## config.mk

```make
export PLATFORM = sky130hd
export DESIGN_NAME = ipv4_header_encapsulator_flat
export DESIGN_NICKNAME = d
export VERILOG_FILES = /design/src/rtl/core/ipv4_encap_pkg.sv /design/src/rtl/core/ipv4_encap_in_if.sv /design/src/rtl/core/ipv4_encap_out_if.sv /design/src/rtl/core/ipv4_header_encapsulator.sv /design/src/flat_wrapper.sv
export SDC_FILE = /design/constraint.sdc
export NUM_CORES = 1
export LEC_CHECK = 0
export BUFFER_PORTS_ARGS = -buffer_cell sky130_fd_sc_hd__buf_4
export CAP_MARGIN = 20
export CORE_UTILIZATION = 58
export DETAILED_ROUTE_END_ITERATION = 8
export GPL_TIMING_DRIVEN = 0
export PLACE_DENSITY = 0.8
export SLEW_MARGIN = 20
export SYNTH_ARGS = -nofsm -noshare
export SYNTH_HDL_FRONTEND = slang
export SYNTH_SLANG_ARGS = --single-unit
```

## constraint.sdc

```tcl
create_clock -name i_clk -period 14.1 [get_ports i_clk]
set_input_delay 0.705 -clock i_clk [delete_from_list [all_inputs] [get_ports i_clk]]
set_output_delay 0.705 -clock i_clk [all_outputs]
set_load 0.005 [all_outputs]
```

## src/rtl/core/ipv4_encap_pkg.sv

```systemverilog
// ipv4_encap_pkg: shared types and constants for the ipv4 header encapsulator
// no dependencies; imported by the top level and the checker
`timescale 1ns / 1ps

package ipv4_encap_pkg;

    // configuration register indexes
    localparam int unsigned CFG_IDX_W = 3;
    typedef logic [CFG_IDX_W-1:0] t_cfg_idx;

    localparam t_cfg_idx CFG_PROTOCOL       = 3'd0;
    localparam t_cfg_idx CFG_SOURCE_ADDR    = 3'd1;
    localparam t_cfg_idx CFG_FIXED_DST_ADDR = 3'd2;
    localparam t_cfg_idx CFG_TYPE_OF_SVC    = 3'd3;
    localparam t_cfg_idx CFG_TIME_TO_LIVE   = 3'd4;
    localparam t_cfg_idx CFG_DONT_FRAGMENT  = 3'd5;
    localparam t_cfg_idx CFG_NEXT_HOP_MODE  = 3'd6;

    localparam int unsigned CFG_DATA_W = 32;

    // header constants
    localparam logic [7:0]  VER_IHL        = 8'h45;
    localparam logic [15:0] HDR_BYTES      = 16'd20;
    localparam logic [15:0] MAX_TOTAL      = 16'hFFFF;
    localparam logic [15:0] DF_WORD        = 16'h4000;
    localparam logic [31:0] BROADCAST_ADDR = 32'hFFFF_FFFF;
    localparam logic [7:0]  TTL_AT_RESET   = 8'd250;

    // configuration register file
    typedef struct packed {
        logic [7:0]  protocol;
        logic [31:0] source_addr;
        logic [31:0] fixed_dst_addr;
        logic [7:0]  type_of_service;
        logic [7:0]  time_to_live;
        logic        dont_fragment;
        logic        next_hop_mode;
    } t_cfg;

    // one packet descriptor
    typedef struct packed {
        logic [15:0] payload_length;
        logic [31:0] next_hop_id;
        logic [31:0] lookup_addr;
    } t_in_item;

endpackage

```

## src/rtl/core/ipv4_encap_in_if.sv

```systemverilog
// ipv4_encap_in_if: valid/ready channel carrying one packet descriptor
// depends on nothing; payload widths follow the descriptor fields
`timescale 1ns / 1ps

interface ipv4_encap_in_if;
    logic        valid;
    logic        ready;
    logic [15:0] payload_length;
    logic [31:0] next_hop_id;
    logic [31:0] lookup_addr;

    modport source (output valid, payload_length, next_hop_id, lookup_addr, input ready);
    modport sink   (input valid, payload_length, next_hop_id, lookup_addr, output ready);
endinterface

```

## src/rtl/core/ipv4_encap_out_if.sv

```systemverilog
// ipv4_encap_out_if: valid/ready channel carrying one header result
// depends on nothing; payload widths follow the result fields
`timescale 1ns / 1ps

interface ipv4_encap_out_if;
    logic        valid;
    logic        ready;
    logic        drop;
    logic [15:0] total_length;
    logic [15:0] ident;
    logic [31:0] dst_addr;
    logic [15:0] header_checksum;

    modport source (output valid, drop, total_length, ident, dst_addr, header_checksum,
                    input ready);
    modport sink   (input valid, drop, total_length, ident, dst_addr, header_checksum,
                    output ready);
endinterface

```

## src/rtl/core/ipv4_header_encapsulator.sv

```systemverilog
// ipv4_header_encapsulator: builds the variable fields of a 20-byte ipv4 header per packet
// depends on ipv4_encap_pkg, ipv4_encap_in_if and ipv4_encap_out_if
//
//   channel   dir  handshake      payload
//   i_in      in   valid/ready    payload_length, next_hop_id, lookup_addr
//   o_out     out  valid/ready    drop, total_length, ident, dst_addr, header_checksum
//   cfg       in   i_cfg_we       i_cfg_idx, i_cfg_wdata (no read-back)
//
// one descriptor per cycle sustained while the result side does not stall; a result passes from its
// input transfer through the input register, then the header logic, into the result register
// the header checksum adder tree and total length saturation sit between those registers
// a stalled result holds in the result register while the input register keeps one more item
// synchronous active-low reset empties both stages, clears the ident counter and loads
// register defaults (ttl 250, all else zero)
`timescale 1ns / 1ps

module ipv4_header_encapsulator (
    input  logic                              i_clk,
    input  logic                              i_rst_n,
    input  logic                              i_cfg_we,
    input  ipv4_encap_pkg::t_cfg_idx          i_cfg_idx,
    input  logic [ipv4_encap_pkg::CFG_DATA_W-1:0] i_cfg_wdata,
    ipv4_encap_in_if.sink                     i_in,
    ipv4_encap_out_if.source                  o_out
);
    import ipv4_encap_pkg::*;

    t_cfg        r_cfg;
    logic        r_s1_vld;
    t_in_item    r_s1_item;
    logic [15:0] r_ident_cnt;

    logic        r_out_vld;
    logic        r_out_drop;
    logic [15:0] r_out_total;
    logic [15:0] r_out_ident;
    logic [31:0] r_out_dst;
    logic [15:0] r_out_csum;

    logic        out_free;
    logic        s1_move;
    logic        in_xfer;
    logic        nh_fail;
    logic [31:0] dst_sel;
    logic [16:0] total_raw;
    logic [15:0] total_sat;
    logic [15:0] hdr_w0;
    logic [15:0] hdr_w3;
    logic [15:0] hdr_w4;
    logic [19:0] csum_acc;
    logic [16:0] csum_fold1;
    logic [15:0] csum_fold2;
    logic [15:0] n_csum;

    // configuration register writes
    always_ff @(posedge i_clk) begin
        if (!i_rst_n) begin
            r_cfg <= '{8'd0, 32'd0, 32'd0, 8'd0, TTL_AT_RESET, 1'b0, 1'b0};
        end else if (i_cfg_we) begin
            unique case (i_cfg_idx)
                CFG_PROTOCOL:       r_cfg.protocol        <= i_cfg_wdata[7:0];
                CFG_SOURCE_ADDR:    r_cfg.source_addr     <= i_cfg_wdata[31:0];
                CFG_FIXED_DST_ADDR: r_cfg.fixed_dst_addr  <= i_cfg_wdata[31:0];
                CFG_TYPE_OF_SVC:    r_cfg.type_of_service <= i_cfg_wdata[7:0];
                CFG_TIME_TO_LIVE:   r_cfg.time_to_live    <= i_cfg_wdata[7:0];
                CFG_DONT_FRAGMENT:  r_cfg.dont_fragment   <= i_cfg_wdata[0];
                CFG_NEXT_HOP_MODE:  r_cfg.next_hop_mode   <= i_cfg_wdata[0];
                default: ;
            endcase
        end
    end

    // pipeline flow control
    assign out_free   = !r_out_vld || o_out.ready;
    assign s1_move    = r_s1_vld && out_free;
    assign i_in.ready = !r_s1_vld || out_free;
    assign in_xfer    = i_in.valid && i_in.ready;

    // input register
    always_ff @(posedge i_clk) begin
        if (!i_rst_n) begin
            r_s1_vld <= 1'b0;
        end else if (i_in.ready) begin
            r_s1_vld <= i_in.valid;
        end
    end

    always_ff @(posedge i_clk) begin
        if (in_xfer) begin
            r_s1_item.payload_length <= i_in.payload_length;
            r_s1_item.next_hop_id    <= i_in.next_hop_id;
            r_s1_item.lookup_addr    <= i_in.lookup_addr;
        end
    end

    // destination select and lookup failure
    always_comb begin
        nh_fail = 1'b0;
        dst_sel = r_cfg.fixed_dst_addr;
        if (r_cfg.next_hop_mode) begin
            if (r_s1_item.next_hop_id == '0) begin
                dst_sel = BROADCAST_ADDR;
            end else if (r_s1_item.lookup_addr != '0) begin
                dst_sel = r_s1_item.lookup_addr;
            end else begin
                nh_fail = 1'b1;
            end
        end
    end

    // total length, saturated at the field maximum
    assign total_raw = {1'b0, r_s1_item.payload_length} + {1'b0, HDR_BYTES};
    assign total_sat = total_raw[16] ? MAX_TOTAL : total_raw[15:0];

    // ones-complement checksum over the nine header words other than the checksum field
    assign hdr_w0 = {VER_IHL, r_cfg.type_of_service};
    assign hdr_w3 = r_cfg.dont_fragment ? DF_WORD : 16'h0000;
    assign hdr_w4 = {r_cfg.time_to_live, r_cfg.protocol};

    always_comb begin
        csum_acc = {4'h0, hdr_w0}
                 + {4'h0, total_sat}
                 + {4'h0, r_ident_cnt}
                 + {4'h0, hdr_w3}
                 + {4'h0, hdr_w4}
                 + {4'h0, r_cfg.source_addr[31:16]}
                 + {4'h0, r_cfg.source_addr[15:0]}
                 + {4'h0, dst_sel[31:16]}
                 + {4'h0, dst_sel[15:0]};
        csum_fold1 = {1'b0, csum_acc[15:0]} + {13'h0000, csum_acc[19:16]};
        csum_fold2 = csum_fold1[15:0] + {15'h0000, csum_fold1[16]};
        n_csum     = ~csum_fold2;
    end

    // ident counter advances only for headers that are emitted
    always_ff @(posedge i_clk) begin
        if (!i_rst_n) begin
            r_ident_cnt <= '0;
        end else if (s1_move && !nh_fail) begin
            r_ident_cnt <= r_ident_cnt + 16'd1;
        end
    end

    // result register
    always_ff @(posedge i_clk) begin
        if (!i_rst_n) begin
            r_out_vld <= 1'b0;
        end else if (out_free) begin
            r_out_vld <= r_s1_vld;
        end
    end

    always_ff @(posedge i_clk) begin
        if (s1_move) begin
            r_out_drop <= nh_fail;
            if (nh_fail) begin
                r_out_total <= '0;
                r_out_ident <= '0;
                r_out_dst   <= '0;
                r_out_csum  <= '0;
            end else begin
                r_out_total <= total_sat;
                r_out_ident <= r_ident_cnt;
                r_out_dst   <= dst_sel;
                r_out_csum  <= n_csum;
            end
        end
    end

    assign o_out.valid           = r_out_vld;
    assign o_out.drop            = r_out_drop;
    assign o_out.total_length    = r_out_total;
    assign o_out.ident           = r_out_ident;
    assign o_out.dst_addr        = r_out_dst;
    assign o_out.header_checksum = r_out_csum;

endmodule

```

## src/flat_wrapper.sv

```systemverilog
// flat-port wrapper written by rule: the top's interface ports become plain ports
module ipv4_header_encapsulator_flat import ipv4_encap_pkg::*;
  (i_clk, i_rst_n, i_cfg_we, i_cfg_idx, i_cfg_wdata, i_in_valid, i_in_payload_length, i_in_next_hop_id, i_in_lookup_addr, i_in_ready, o_out_valid, o_out_drop, o_out_total_length, o_out_ident, o_out_dst_addr, o_out_header_checksum, o_out_ready);
  ipv4_encap_in_if i_in_i ();
  ipv4_encap_out_if o_out_i ();
  input  logic i_clk;
  input  logic i_rst_n;
  input  logic i_cfg_we;
  input  ipv4_encap_pkg::t_cfg_idx i_cfg_idx;
  input  logic [ipv4_encap_pkg::CFG_DATA_W-1:0] i_cfg_wdata;
  input wire logic [$bits(i_in_i.valid)-1:0] i_in_valid;
  input wire logic [$bits(i_in_i.payload_length)-1:0] i_in_payload_length;
  input wire logic [$bits(i_in_i.next_hop_id)-1:0] i_in_next_hop_id;
  input wire logic [$bits(i_in_i.lookup_addr)-1:0] i_in_lookup_addr;
  output wire logic [$bits(i_in_i.ready)-1:0] i_in_ready;
  output wire logic [$bits(o_out_i.valid)-1:0] o_out_valid;
  output wire logic [$bits(o_out_i.drop)-1:0] o_out_drop;
  output wire logic [$bits(o_out_i.total_length)-1:0] o_out_total_length;
  output wire logic [$bits(o_out_i.ident)-1:0] o_out_ident;
  output wire logic [$bits(o_out_i.dst_addr)-1:0] o_out_dst_addr;
  output wire logic [$bits(o_out_i.header_checksum)-1:0] o_out_header_checksum;
  input wire logic [$bits(o_out_i.ready)-1:0] o_out_ready;
  assign i_in_i.valid = i_in_valid;
  assign i_in_i.payload_length = i_in_payload_length;
  assign i_in_i.next_hop_id = i_in_next_hop_id;
  assign i_in_i.lookup_addr = i_in_lookup_addr;
  assign i_in_ready = i_in_i.ready;
  assign o_out_valid = o_out_i.valid;
  assign o_out_drop = o_out_i.drop;
  assign o_out_total_length = o_out_i.total_length;
  assign o_out_ident = o_out_i.ident;
  assign o_out_dst_addr = o_out_i.dst_addr;
  assign o_out_header_checksum = o_out_i.header_checksum;
  assign o_out_i.ready = o_out_ready;
  ipv4_header_encapsulator u_core (.i_clk(i_clk), .i_rst_n(i_rst_n), .i_cfg_we(i_cfg_we), .i_cfg_idx(i_cfg_idx), .i_cfg_wdata(i_cfg_wdata), .i_in(i_in_i), .o_out(o_out_i));
endmodule
```

* After elaboration in Yosys (flattened, before gate mapping)
Cells that the tools add are included.
Operators by class: multiplexer cells 8, reductions and logical operators 18, bitwise gates (word level) 1, $add $sub $neg 12, eq/ne operators 6
Operators with widths (count):
- $add 20x16->20 | 7
- $mux 32 | 3
- $logic_not 32->1 | 1
- $reduce_bool 32->1 | 1
- $add 15x16->17 | 1
- $add 16x4->17 | 1
- $add 16x5->17 const B | 1
- $add 16x1->16 | 1
- $add 16x1->16 const B | 1
- $mux 16 | 1
- $not 16->16 | 1
- $mux 15 | 1
- $reduce_and 2->1 | 7
- $eq 3x3->1 const B | 3
- $eq 3x2->1 const B | 2
- $eq 3x1->1 const B | 1
- $logic_and 1x1->1 | 3
- $logic_not 1->1 | 3
- $logic_not 3->1 | 1
- $mux 1 | 3
- $logic_or 1x1->1 | 2
Word-level totals: output and inout bits 83, flip-flop bits (word level) 269, logic and storage cells 63, bits of input ports 120

* Logic depth before layout (Yosys ltp)
word-level depth 13, gate-level depth with buffers 48, mapped depth without buffers 47

* Least setup slack after synthesis
Ideal clock, no wire load.
kind register to register, start point register u_core.r_s1_item[66] (netlist name), end point register u_core.r_out_csum[15] (netlist: u_core.o_out.header_checksum[15]), data pin, period minus slack after synthesis 9.936 ns, data arrival time 9.676 ns, stages on the path, launching flop included 44, setup slack 4.164 ns, library setup time 0.260 ns, required time 13.840 ns, path buffers 2, cells stage by stage edfxtp_1 ha_1 o21a_1 nand4_1 or2_2 clkbuf_1 nand2_1 ha_1 a21o_1 a31o_2 a21o_1 a21oi_1 a21oi_1 xnor2_1 fa_1 inv_1 fa_1 fa_1 [... 8 more ...] o21a_1 o21ai_0 a21oi_1 xnor2_1 fa_1 nor2b_1 o21a_1 o21a_1 nand3_1 nor2_1 and3_1 ha_1 nand3_1 nand3b_1 a2111oi_2 nand2_1 a211oi_1 mux2_2
Between the ends: longest elaborated chain between the ends 13
RTL lines:
- start, declared | RTL line ipv4_header_encapsulator.sv:30 | t_in_item r_s1_item;
- $add 16x5->17 | RTL line ipv4_header_encapsulator.sv:112 | assign total_raw = {1'b0, r_s1_item.payload_length} + {1'b0, HDR_BYTES};
- $mux 16 | RTL line ipv4_header_encapsulator.sv:113 | assign total_sat = total_raw[16] ? MAX_TOTAL : total_raw[15:0];
- via u_core.total_sat[5] | RTL line ipv4_header_encapsulator.sv:46 | logic [15:0] total_sat;
- $add 15x16->17 | RTL line ipv4_header_encapsulator.sv:122 | + {4'h0, total_sat}
- $add 20x16->20 | RTL line ipv4_header_encapsulator.sv:123 | + {4'h0, r_ident_cnt}
- $add 20x16->20 | RTL line ipv4_header_encapsulator.sv:124 | + {4'h0, hdr_w3}
- $add 20x16->20 | RTL line ipv4_header_encapsulator.sv:125 | + {4'h0, hdr_w4}
- $add 20x16->20 | RTL line ipv4_header_encapsulator.sv:126 | + {4'h0, r_cfg.source_addr[31:16]}
- $add 20x16->20 | RTL line ipv4_header_encapsulator.sv:127 | + {4'h0, r_cfg.source_addr[15:0]}
- $add 20x16->20 | RTL line ipv4_header_encapsulator.sv:128 | + {4'h0, dst_sel[31:16]}
- $add 20x16->20 | RTL line ipv4_header_encapsulator.sv:129 | + {4'h0, dst_sel[15:0]};
- $add 16x4->17 | RTL line ipv4_header_encapsulator.sv:130 | csum_fold1 = {1'b0, csum_acc[15:0]} + {13'h0000, csum_acc[19:16]};
- $add 16x1->16 | RTL line ipv4_header_encapsulator.sv:131 | csum_fold2 = csum_fold1[15:0] + {15'h0000, csum_fold1[16]};
- $not 16->16 | RTL line ipv4_header_encapsulator.sv:132 | n_csum = ~csum_fold2;
- end signal, assigned | RTL line ipv4_header_encapsulator.sv:165 | r_out_csum <= n_csum;
- end, declared | RTL line ipv4_header_encapsulator.sv:38 | logic [15:0] r_out_csum;
The timed path passes the listed nets, and every way through them passes these cells. A chain may end at the register's enable or synchronous reset.

* Worst setup path after layout
Ends and elaborated chain as after synthesis.

==> results.py <==
metrics = {
    "yosys": {
        "synth_edf_count": 161,
        "synth.avg_cell_area_um2": 10.5,
        "synth_sequential_area_ratio": 0.470,
        "netlist_instances": 1421,
        "synth.yosys.warnings": 0,
        "ys.flop_type": "edfxtp_1",
        "syn_area_um2": 14900,
        "synth-async-reset-ratio": 0,
        "synth.ff_latch_count": 269,
        "synthesis.nets": 1676,
        "synth_cell_type_count": 70,
    },
    "floorplan": {
        "die_area_um2": 26300,
        "die_w_um": 162,
        "core-area_um2": 25200,
        "die_h_um": 162,
        "ios": 203,
        "initial_utilization": 0.591,
        "placementRows": 58,
    },
    "critical_path": {
        "reg2reg_from": "u_core.r_s1_item[66]",
        "worst_path_max_delay_cell": "fa_1",
        "crit_path_end_kind": "register",
        "crit_start": "u_core.r_s1_item[66]",
        "r2r_slack_ns": 2.61,
        "r2r_cells": 44,
        "cp.required_ns": 14.38,
        "reg2reg_to": "u_core.o_out.header_checksum[15]",
        "critPathLaunchType": "register",
        "cp_data_arrival_time_ns": 11.77,
        "worst-setup-path-type": "reg2reg",
        "cp_max_fo": 10,
        "max_stage_delay_ns": 0.54,
    },
    "run_status": {
        "run_status": "finished clean",
    },
    "clock_tree": {
        "cts_root_buffer": "clkbuf_16",
        "path_clk_slew_ns": 0.07,
        "numCtsBuffers": 28,
        "clk_latency_ns": 0.56,
        "tritoncts": "yes",
        "cts_buffer_depth": 3,
        "cts_setup_buffers": 0,
        "h-tree-depth": 1,
        "cts-resized-gates": 0,
        "cts_num_sinks": 269,
        "hold_buffers": 0,
    },
    "run": {
        "max-cap-violations": 0,
    },
    "grt": {
        "grt_pass1_vias": 11300,
        "grt_start_max_net_pins": 65,
        "grt_overflow_total": 0,
        "grt_util_all_layers": 0.291,
        "grt_pass1_wl_um": 58700,
        "antenna_found_initial": 1,
    },
    "route": {
        "ant_nets": 0,
        "wl_per_cell_um": 18.9,
        "wl_um": 37900,
        "vias": 11300,
        "drt_pass1_iterations": 5,
        "drc": 0,
        "first_iter_violations": 875,
        "via_per_inst": 5.60,
    },
    "power": {
        "pwr_density_cell_nw_per_um2": 130,
        "leakage_nw": 7.28,
        "peakVddDrop_mv": 0.116,
        "p_total_w": 0.00232,
    },
    "placement": {
        "place.gp.congestion": 0.894,
        "dp_hpwl_um": 29900,
        "placed_area_um2": 16900,
        "place.port_buffers": 201,
    },
    "timing": {
        "setup_viol": 0,
        "maxSlewViolCount": 0,
        "final.min_clock_period_ns": 11.49,
        "tightest_slew_ns": 1.06,
        "fmax_ghz": 0.0870,
        "rsz0062_at_grt": "false",
        "finalCritPeriodShare": 0.815,
        "setup_tns_ns": 0,
        "hold_viol": 0,
        "slew_headroom": 0.291,
        "holdWs_ns": 0.327,
        "fin_skew_ns": 0.0273,
    },
    "layout": {
        "fin_nets": 1912,
        "final_common_cell": "nand2_1",
        "final_cell_area_um2": 17800,
        "drive_gt1_frac": 0.175,
        "syn_to_final_growth_pct": 19.9,
        "antenna_cells": 0,
        "final_cell_mix": "223 x nand2_1, 201 x buf_4, 161 x edfxtp_1, 153 x inv_1, 108 x dfxtp_1",
    },
    "min_path": {
        "holdPathStages": 1,
        "hold_path_startpoint": "i_in_lookup_addr[20]",
        "hold_class": "in2reg",
        "min_to": "u_core.r_s1_item[20]",
    },
}
==> flip-flops by register name (all words and copies together), names as in the netlist <==
register,flops
u_core.r_ident_cnt,16
u_core.r_cfg,66
u_core.o_out.header_checksum,16
u_core.o_out.valid,1
u_core.o_out.drop,1
u_core.o_out.ident,16
u_core.r_s1_item,80
u_core.o_out.dst_addr,32
u_core.hdr_w4,16
u_core.r_s1_vld,1
u_core.hdr_w0,8
u_core.o_out.total_length,16
==> area by class of cell <==
| cell class | count | area [um2] |
|---|---|---|
| Buffer | 55 | 225 |
| Clock buffer | 36 | 751 |
| Clock inverter | 16 | 168 |
| Fill cell | 1768 | 7340 |
| Inverter | 153 | 574 |
| Multi-Input combinational cell | 944 | 7110 |
| Sequential cell | 269 | 7000 |
| Tap cell | 330 | 413 |
| Timing Repair Buffer | 206 | 1610 |
==> power breakdown <==
group / leakage, nW / internal (W) / switching, W
clock: 0.443 / 0.000431 / 0.000305
sequential: 2.41 / 0.000893 / 0.0000187
combinational: 4.43 / 0.000286 / 0.000383
total: 7.28 / 0.00161 / 0.000707
==> cells in the mapped netlist (21+ instances only) <==
master	count	area [um2]
clkbuf_1	48	180
a21oi_1	71	355
nand3_1	27	135
edfxtp_1	161	4830
and2_1	22	138
inv_1	153	574
nor4_1	21	131
a21boi_0	83	623
ha_1	53	663
dfxtp_1	108	2160
nand2_1	223	837
nor2_1	81	304
xnor2_1	43	377
fa_1	82	1640
==> layer usage <==
layer,GRT usage,share of wire
met4,0.120,0.039
met3,0.0409,0.073
met1,0.372,0.40
met5,0,0
met2,0.496,0.49
==> critical path: cells and delay by family (launching register included) <==
| family | cells | cell delay, ns |
|---|---|---|
| flip-flops | 1 | 0.45 |
| XOR/XNOR | 2 | 0.35 |
| adder cells (fa/ha/maj) | 9 | 3.66 |
| AO/OA/AOI/OAI | 15 | 3.48 |
| buffers and inverters | 4 | 0.78 |
| AND/OR/NAND/NOR | 13 | 2.08 |
| multiplexers | 1 | 0.39 |
==> cells by family (layout without fill, tap and decap cells) <==
| group | after synthesis | in the layout | synth area share |
|---|---|---|---|
| AO/OA/AOI/OAI | 246 | 246 | 0.114 |
| flip-flops | 269 | 269 | 0.470 |
| XOR/XNOR | 61 | 61 | 0.0359 |
| buffers and inverters | 208 | 466 | 0.0537 |
| AND/OR/NAND/NOR | 463 | 463 | 0.144 |
| adder cells (fa/ha/maj) | 135 | 135 | 0.155 |
| multiplexers | 39 | 39 | 0.0279 |
==> per-stage QoR <==
stage	std cells	worst slack [ns]	util
finish	2009	2.61	0.709
floorplan	1421	4.16	-
CTS	2009	2.61	0.709
global placement	1952	2.93	0.668
detailed placement	1957	2.65	0.672
global route	2009	1.79	0.709
==> how the worst max path moves through the flow <==
stage | slack [ns] | end | cells after the start
6_report | 2.61 | u_core.o_out.header_checksum[15] | 44
4_1_cts | 2.61 | u_core.o_out.header_checksum[15] | 45
5_1_grt | 1.79 | u_core.o_out.header_checksum[15] | 46
3_3_place_gp | 2.93 | u_core.o_out.header_checksum[15] | 43
2_1_floorplan | 4.16 | u_core.o_out.header_checksum[15] | 43
3_5_place_dp | 2.65 | u_core.o_out.header_checksum[15] | 46
No activity file was read; power rests on OpenSTA's default activity.
